--- src/hdl/uer_pkg.sv ---
package uer_pkg;

    localparam int TIMESTAMP_BITS_DEF = 32;
    localparam int TS_PORT_W          = 32;
    localparam int TEMP_W             = 8;
    localparam int DIST_W             = 16;

    localparam int SPEED_W            = 19;
    localparam int SPEED_SUM_W        = SPEED_W + 1;
    localparam int SPEED_BASE         = 331300;
    localparam int SPEED_SLOPE        = 606;

    localparam longint SPEED_DIVISOR  = 20000000;

    localparam int MUL_W              = 32;
    localparam int PROD_W             = 2 * MUL_W;

    // 20000000 = 2^8 * 78125; the reciprocal of 78125 is exact for any 32-bit dividend
    localparam int DIV_PRE_SHIFT      = 8;
    localparam int RECIP_SHIFT        = 48;
    localparam logic [MUL_W-1:0]  RECIP_MULT  = 32'd3602879702;
    localparam logic [PROD_W-1:0] SAT_PRODUCT = PROD_W'(SPEED_DIVISOR) << (DIST_W - 1);

    localparam logic [DIST_W-1:0] DIST_MAX = 16'h7FFF;
    localparam logic [DIST_W-1:0] NO_ECHO  = 16'hFFFF;

    typedef logic        [TS_PORT_W-1:0] ts_t;
    typedef logic signed [TEMP_W-1:0]    temp_t;
    typedef logic signed [DIST_W-1:0]    dist_t;

endpackage

--- src/hdl/ultrasonic_echo_ranging_top.sv ---
// Echo edge transactions are taken while the sequencer is idle; edges may then arrive every cycle.
// A request without a fresh echo goes straight to ST_FIN, which loads the no-echo code and raises out_valid.
// A request with a fresh echo goes through ST_MUL and ST_REC before ST_FIN:
// one shared multiplier forms width times speed, then scales it by a reciprocal of the divisor.
// The input is not ready from a request until its result is loaded, which waits on out_ready.
// rst_n clears the sequencer, the output valid, the stored start time, width and fresh flag.
module ultrasonic_echo_ranging_top #(
    parameter int TIMESTAMP_BITS = uer_pkg::TIMESTAMP_BITS_DEF
) (
    input  logic           clk,
    input  logic           rst_n,
    input  logic           in_valid,
    output logic           in_ready,
    input  logic           mode,
    input  logic           echo_level,
    input  uer_pkg::ts_t   timestamp_us,
    input  uer_pkg::temp_t temperature_c,
    output logic           out_valid,
    input  logic           out_ready,
    output uer_pkg::dist_t distance_cm
);

    import uer_pkg::*;

    localparam int TS_W    = (TIMESTAMP_BITS < TS_PORT_W) ? TIMESTAMP_BITS : TS_PORT_W;

    localparam logic [1:0] ST_IDLE = 2'd0;
    localparam logic [1:0] ST_MUL  = 2'd1;
    localparam logic [1:0] ST_REC  = 2'd2;
    localparam logic [1:0] ST_FIN  = 2'd3;

    logic [1:0]         state_reg,  state_next;
    logic [TS_W-1:0]    start_reg,  start_next;
    logic [TS_W-1:0]    dur_reg,    dur_next;
    logic               fresh_reg,  fresh_next;
    logic [SPEED_W-1:0] speed_reg,  speed_next;
    logic [PROD_W-1:0]  prod_reg,   prod_next;
    logic               use_result_reg, use_result_next;
    logic [DIST_W-1:0]  result_reg, result_next;
    logic               out_valid_reg, out_valid_next;
    logic [DIST_W-1:0]  dist_reg,   dist_next;

    logic                          in_fire;
    logic [TS_W-1:0]               ts;
    logic signed [SPEED_SUM_W-1:0] temp_ext;
    logic signed [SPEED_SUM_W-1:0] speed_sum;
    logic [MUL_W-1:0]              mul_a;
    logic [MUL_W-1:0]              mul_b;
    logic [PROD_W-1:0]             mul_p;
    logic                          out_free;

    assign in_ready    = (state_reg == ST_IDLE);
    assign in_fire     = in_valid && in_ready;
    assign out_valid   = out_valid_reg;
    assign distance_cm = dist_t'(dist_reg);
    assign out_free    = !out_valid_reg || out_ready;

    assign ts        = timestamp_us[TS_W-1:0];
    assign temp_ext  = SPEED_SUM_W'(temperature_c);
    assign speed_sum = temp_ext * SPEED_SUM_W'(SPEED_SLOPE) + SPEED_SUM_W'(SPEED_BASE);

    assign mul_a = (state_reg == ST_MUL) ? MUL_W'(dur_reg) : prod_reg[DIV_PRE_SHIFT +: MUL_W];
    assign mul_b = (state_reg == ST_MUL) ? MUL_W'(speed_reg) : RECIP_MULT;
    assign mul_p = PROD_W'(mul_a) * PROD_W'(mul_b);

    always_comb
    begin
        state_next      = state_reg;
        start_next      = start_reg;
        dur_next        = dur_reg;
        fresh_next      = fresh_reg;
        speed_next      = speed_reg;
        prod_next       = prod_reg;
        use_result_next = use_result_reg;
        result_next     = result_reg;
        out_valid_next  = out_valid_reg;
        dist_next       = dist_reg;

        if (out_valid_reg && out_ready)
        begin
            out_valid_next = 1'b0;
        end

        unique case (state_reg)
            ST_IDLE:
            begin
                if (in_fire)
                begin
                    if (!mode)
                    begin
                        if (echo_level)
                        begin
                            start_next = ts;
                        end
                        else if (ts > start_reg)
                        begin
                            dur_next   = ts - start_reg;
                            fresh_next = 1'b1;
                        end
                    end
                    else
                    begin
                        fresh_next = 1'b0;
                        if (fresh_reg)
                        begin
                            speed_next = speed_sum[SPEED_W-1:0];
                            state_next = ST_MUL;
                        end
                        else
                        begin
                            result_next     = NO_ECHO;
                            use_result_next = 1'b1;
                            state_next      = ST_FIN;
                        end
                    end
                end
            end
            ST_MUL:
            begin
                prod_next  = mul_p;
                state_next = ST_REC;
            end
            ST_REC:
            begin
                // saturate when the quotient reaches 2^15, else take the reciprocal product
                use_result_next = (prod_reg >= SAT_PRODUCT);
                result_next     = DIST_MAX;
                prod_next       = mul_p;
                state_next      = ST_FIN;
            end
            ST_FIN:
            begin
                // hold until the output register frees
                if (out_free)
                begin
                    dist_next      = use_result_reg ? result_reg
                                                    : prod_reg[RECIP_SHIFT +: DIST_W];
                    out_valid_next = 1'b1;
                    state_next     = ST_IDLE;
                end
            end
            default:
            begin
                state_next = ST_IDLE;
            end
        endcase
    end

    always_ff @(posedge clk or negedge rst_n)
    begin
        if (!rst_n)
        begin
            state_reg     <= ST_IDLE;
            start_reg     <= '0;
            dur_reg       <= '0;
            fresh_reg     <= 1'b0;
            out_valid_reg <= 1'b0;
        end
        else
        begin
            state_reg     <= state_next;
            start_reg     <= start_next;
            dur_reg       <= dur_next;
            fresh_reg     <= fresh_next;
            out_valid_reg <= out_valid_next;
        end
    end

    always_ff @(posedge clk)
    begin
        speed_reg      <= speed_next;
        prod_reg       <= prod_next;
        use_result_reg <= use_result_next;
        result_reg     <= result_next;
        dist_reg       <= dist_next;
    end

`ifndef NO_ASSERTIONS
    a_out_from_fin: assert property (@(posedge clk) disable iff (!rst_n)
        $rose(out_valid_reg) |-> $past(state_reg) == ST_FIN)
        else $error("output raised without a finished request");

    a_dist_range: assert property (@(posedge clk) disable iff (!rst_n)
        out_valid_reg |-> (!dist_reg[DIST_W-1] || dist_reg == NO_ECHO))
        else $error("distance negative but not the no-echo code");

    a_request_clears: assert property (@(posedge clk) disable iff (!rst_n)
        (in_fire && mode) |=> !fresh_reg)
        else $error("fresh flag survived a request");

    a_mul_from_idle: assert property (@(posedge clk) disable iff (!rst_n)
        (state_reg == ST_MUL) |-> ($past(state_reg) == ST_IDLE && $past(fresh_reg)))
        else $error("multiply entered without a fresh echo");

    a_rec_to_fin: assert property (@(posedge clk) disable iff (!rst_n)
        (state_reg == ST_REC) |=> state_reg == ST_FIN)
        else $error("scaling step did not finish");
`endif

endmodule

--- config.mk ---
export PLATFORM = sky130hd
export DESIGN_NAME = ultrasonic_echo_ranging_top
export DESIGN_NICKNAME = d
export VERILOG_FILES = /design/src/hdl/uer_pkg.sv /design/src/hdl/ultrasonic_echo_ranging_top.sv
export SDC_FILE = /design/constraint.sdc
export NUM_CORES = 2
export LEC_CHECK = 0
export BUFFER_PORTS_ARGS = -buffer_cell sky130_fd_sc_hd__buf_2
export CAP_MARGIN = 30
export CORE_ASPECT_RATIO = 0.8
export CORE_UTILIZATION = 45
export CTS_CLUSTER_SIZE = 14
export DETAILED_ROUTE_END_ITERATION = 8
export PLACE_DENSITY = 0.63
export RECOVER_POWER = 50
export SYNTH_ARGS = -nofsm -noshare
export SYNTH_HDL_FRONTEND = slang
export SYNTH_SLANG_ARGS = --single-unit
--- constraint.sdc ---
create_clock -name clk -period 9.2 [get_ports clk]
set_clock_uncertainty 0.1 [all_clocks]
set_input_delay 0 -clock clk [delete_from_list [all_inputs] [get_ports clk]]
set_output_delay 0 -clock clk [all_outputs]
set_load 0.03 [all_outputs]
==> results.json <==
{
  "worst_setup_path_start_kind": "flip-flop",
  "track_usage": 0.273,
  "fp.dieW_um": 325,
  "core-area_um2": 82400,
  "antenna_left": 0,
  "status": "finished with violations",
  "detail_route.wirelength_um": 114000,
  "netlist_area_um2": 37600,
  "io_pins": 64,
  "drc": 0,
  "whs_ns": 0.0409,
  "syn-instance-count": 4012,
  "multi_input_area_um2": 29100,
  "final_cell_mix": "inv_1 (945), fa_1 (749), ha_1 (423)",
  "synthToLayoutAreaGrowth_pct": 9.34,
  "cp_common_cell": "fa_1",
  "violations": "capacitance limit, slew limit",
  "via_count": 28400,
  "largest_reg_flops": 56,
  "cp_max_fo": 15,
  "tightest_slew_ns": 3.82,
  "antenna_cells": 0,
  "dp_hpwl_um": 99900,
  "die_area_um2": 84800,
  "grt_overflow_total": 0,
  "num_rows": 94,
  "fin_nets": 5386,
  "clkTransAtPathRegs_ns": 0.08,
  "crit_required_ns": 9.34,
  "cts_tree": "yes",
  "rsz0062_at_grt": "false",
  "yosysTopAreaCellShare": 0.399,
  "htree_levels": 4,
  "synth_cell_types": 74,
  "r2r_slack_ns": 0.31,
  "ys_async_sr_fraction": 0.425,
  "slew_viol_final": 162,
  "setup_ws_ns": 0.314,
  "antenna_found_initial": 4,
  "dr.pass1.iters": 7,
  "final_common_cell": "inv_1",
  "start_util": 0.456,
  "setup_tns_ns": 0,
  "synth-edff-count": 92,
  "numCtsBuffers": 17,
  "wire_per_inst_um": 21.5,
  "seqCellArea_um2": 4460,
  "fin_crit_sh": 0.966,
  "setup_viol": 0,
  "grt_pass1_vias": 28300,
  "drive_gt1_frac": 0.0826,
  "grt_pass1_wl_um": 172000,
  "period_minus_slack_ns": 8.89,
  "relSlewSlack": -1.55,
  "yosys.area.top_type": "fa_1",
  "critPathSlowestCell": "fa_1",
  "synth.area.top_cells": "fa_1 (40%), ha_1 (14%), inv_1 (9.4%)",
  "ys_ff_latch": 160,
  "drt_iter0_markers": 2594,
  "clockBufferDepth": 2,
  "max_freq_mhz": 113,
  "via_per_inst": 5.37,
  "finalHoldViolCount": 0,
  "die_height_um": 261,
  "insertion_delay_ns": 0.49,
  "portBuffers": 63,
  "synth_fp_nets": 5232,
  "maxCapViolations": 3,
  "fillers": 7709,
  "place_ws_ns": 0.155,
  "end_kind": "flip-flop",
  "critPathMaxStageDelay_ns": 0.57,
  "place_congestion": 1.01,
  "yosys_warnings": 0,
  "root_buffer": "clkbuf_16",
  "hold_class": "input port to flip-flop",
  "crit_type": "flip-flop to flip-flop",
  "clock_sinks": 160,
  "grt_max_degree": 69,
  "synth_ff_type": "edfxtp_1",
  "syn_avg_cell_area_um2": 9.37,
  "arrival_ns": 9.03,
  "ys_seq_area_frac": 0.119
}
## stage by stage
step | utilization | cell area [um^2] | instances
floorplan | - | 37600 | 4012
global placement | 0.487 | 40100 | 5210
detailed placement | 0.487 | 40100 | 5211
CTS | 0.499 | 41100 | 5282
global route | 0.499 | 41100 | 5283
finish | 0.499 | 41100 | 5283
## synthesized netlist by cell type (all sizes together), types with 4 or more instances
library cell,n
nand4,24
and3,70
o31ai,8
nand2,337
dfrtp,68
or2,30
or3,4
a21oi,128
nand2b,37
buf,11
a21boi,5
and2,13
nor4,9
xor2,50
a41oi,6
mux2i,13
a31o,4
a31oi,16
o41ai,4
edfxtp,92
nor2b,32
xnor2,71
mux2,41
ha,425
o21ai,100
o211ai,13
o21a,11
fa,749
o21bai,15
nor3,18
clkbuf,126
a21o,61
a211o,7
nand3,25
nor2,394
inv,945
a211oi,15
## worst max-delay path: cells and delay by family (launching register included)
kind,cells,cell delay [ns]
flip-flops,1,0.40
AND/OR/NAND/NOR,2,0.61
adder cells (fa/ha/maj),10,4.71
buffers and inverters,6,0.72
XOR/XNOR,1,0.16
AO/OA/AOI/OAI,9,1.93
## per-layer routing
metal  vias to the layer above  wire length, um  global-route usage
li1                      12700                -                   -
met1                     14400            48400               0.384
met2                      1167            50500               0.413
met3                       177            10000              0.0547
met4                         0             4730               0.111
met5                         -                0                   0
## logic make-up (layout without fill, tap and decap cells)
family                   Yosys count  in the layout  synth area share
AND/OR/NAND/NOR                 1003           1003             0.117
flip-flops                       160            160             0.119
buffers and inverters           1082           1249             0.109
AO/OA/AOI/OAI                    418            418            0.0714
multiplexers                      54             54            0.0157
adder cells (fa/ha/maj)         1174           1174             0.540
XOR/XNOR                         121            121            0.0282
## worst paths after layout
| path | from | to | depth (start not counted) |
|---|---|---|---|
| worst max register to register | state_reg[1]$_DFFE_PN0P_ | prod_reg[50]$_DFFE_PP_ | 28 |
| worst max-delay path | state_reg[1]$_DFFE_PN0P_ | prod_reg[50]$_DFFE_PP_ | 28 |
| min in group asynchronous | rst_n | start_reg[0]$_DFFE_PN0P_ | 3 |
| max in group asynchronous | rst_n | dur_reg[24]$_DFFE_PN0P_ | 3 |
| worst min register to register | start_reg[0]$_DFFE_PN0P_ | start_reg[0]$_DFFE_PN0P_ | 2 |
| worst min-delay path | echo_level | dur_reg[25]$_DFFE_PN0P_ | 4 |
## timing repair
| action | in CTS | in global routing |
|---|---|---|
| endpoints found under the hold margin | 127 | 0 |
| hold buffers | 39 | 0 |
| setup buffers | 0 | 1 |
| setup endpoints to repair | 0 | 14 |
| gates resized for setup | 0 | 8 |
## cell type report
cell class	count	area share
Tap cell	1104	0.0336
Inverter	945	0.0863
Clock buffer	19	0.0105
Timing Repair Buffer	272	0.0490
Multi-Input combinational cell	2770	0.708
Clock inverter	13	0.00374
Sequential cell	160	0.109
Power is left out: the tool's default activity adds up to more than one toggle a clock period on the data nets, which glitch-free logic cannot reach.
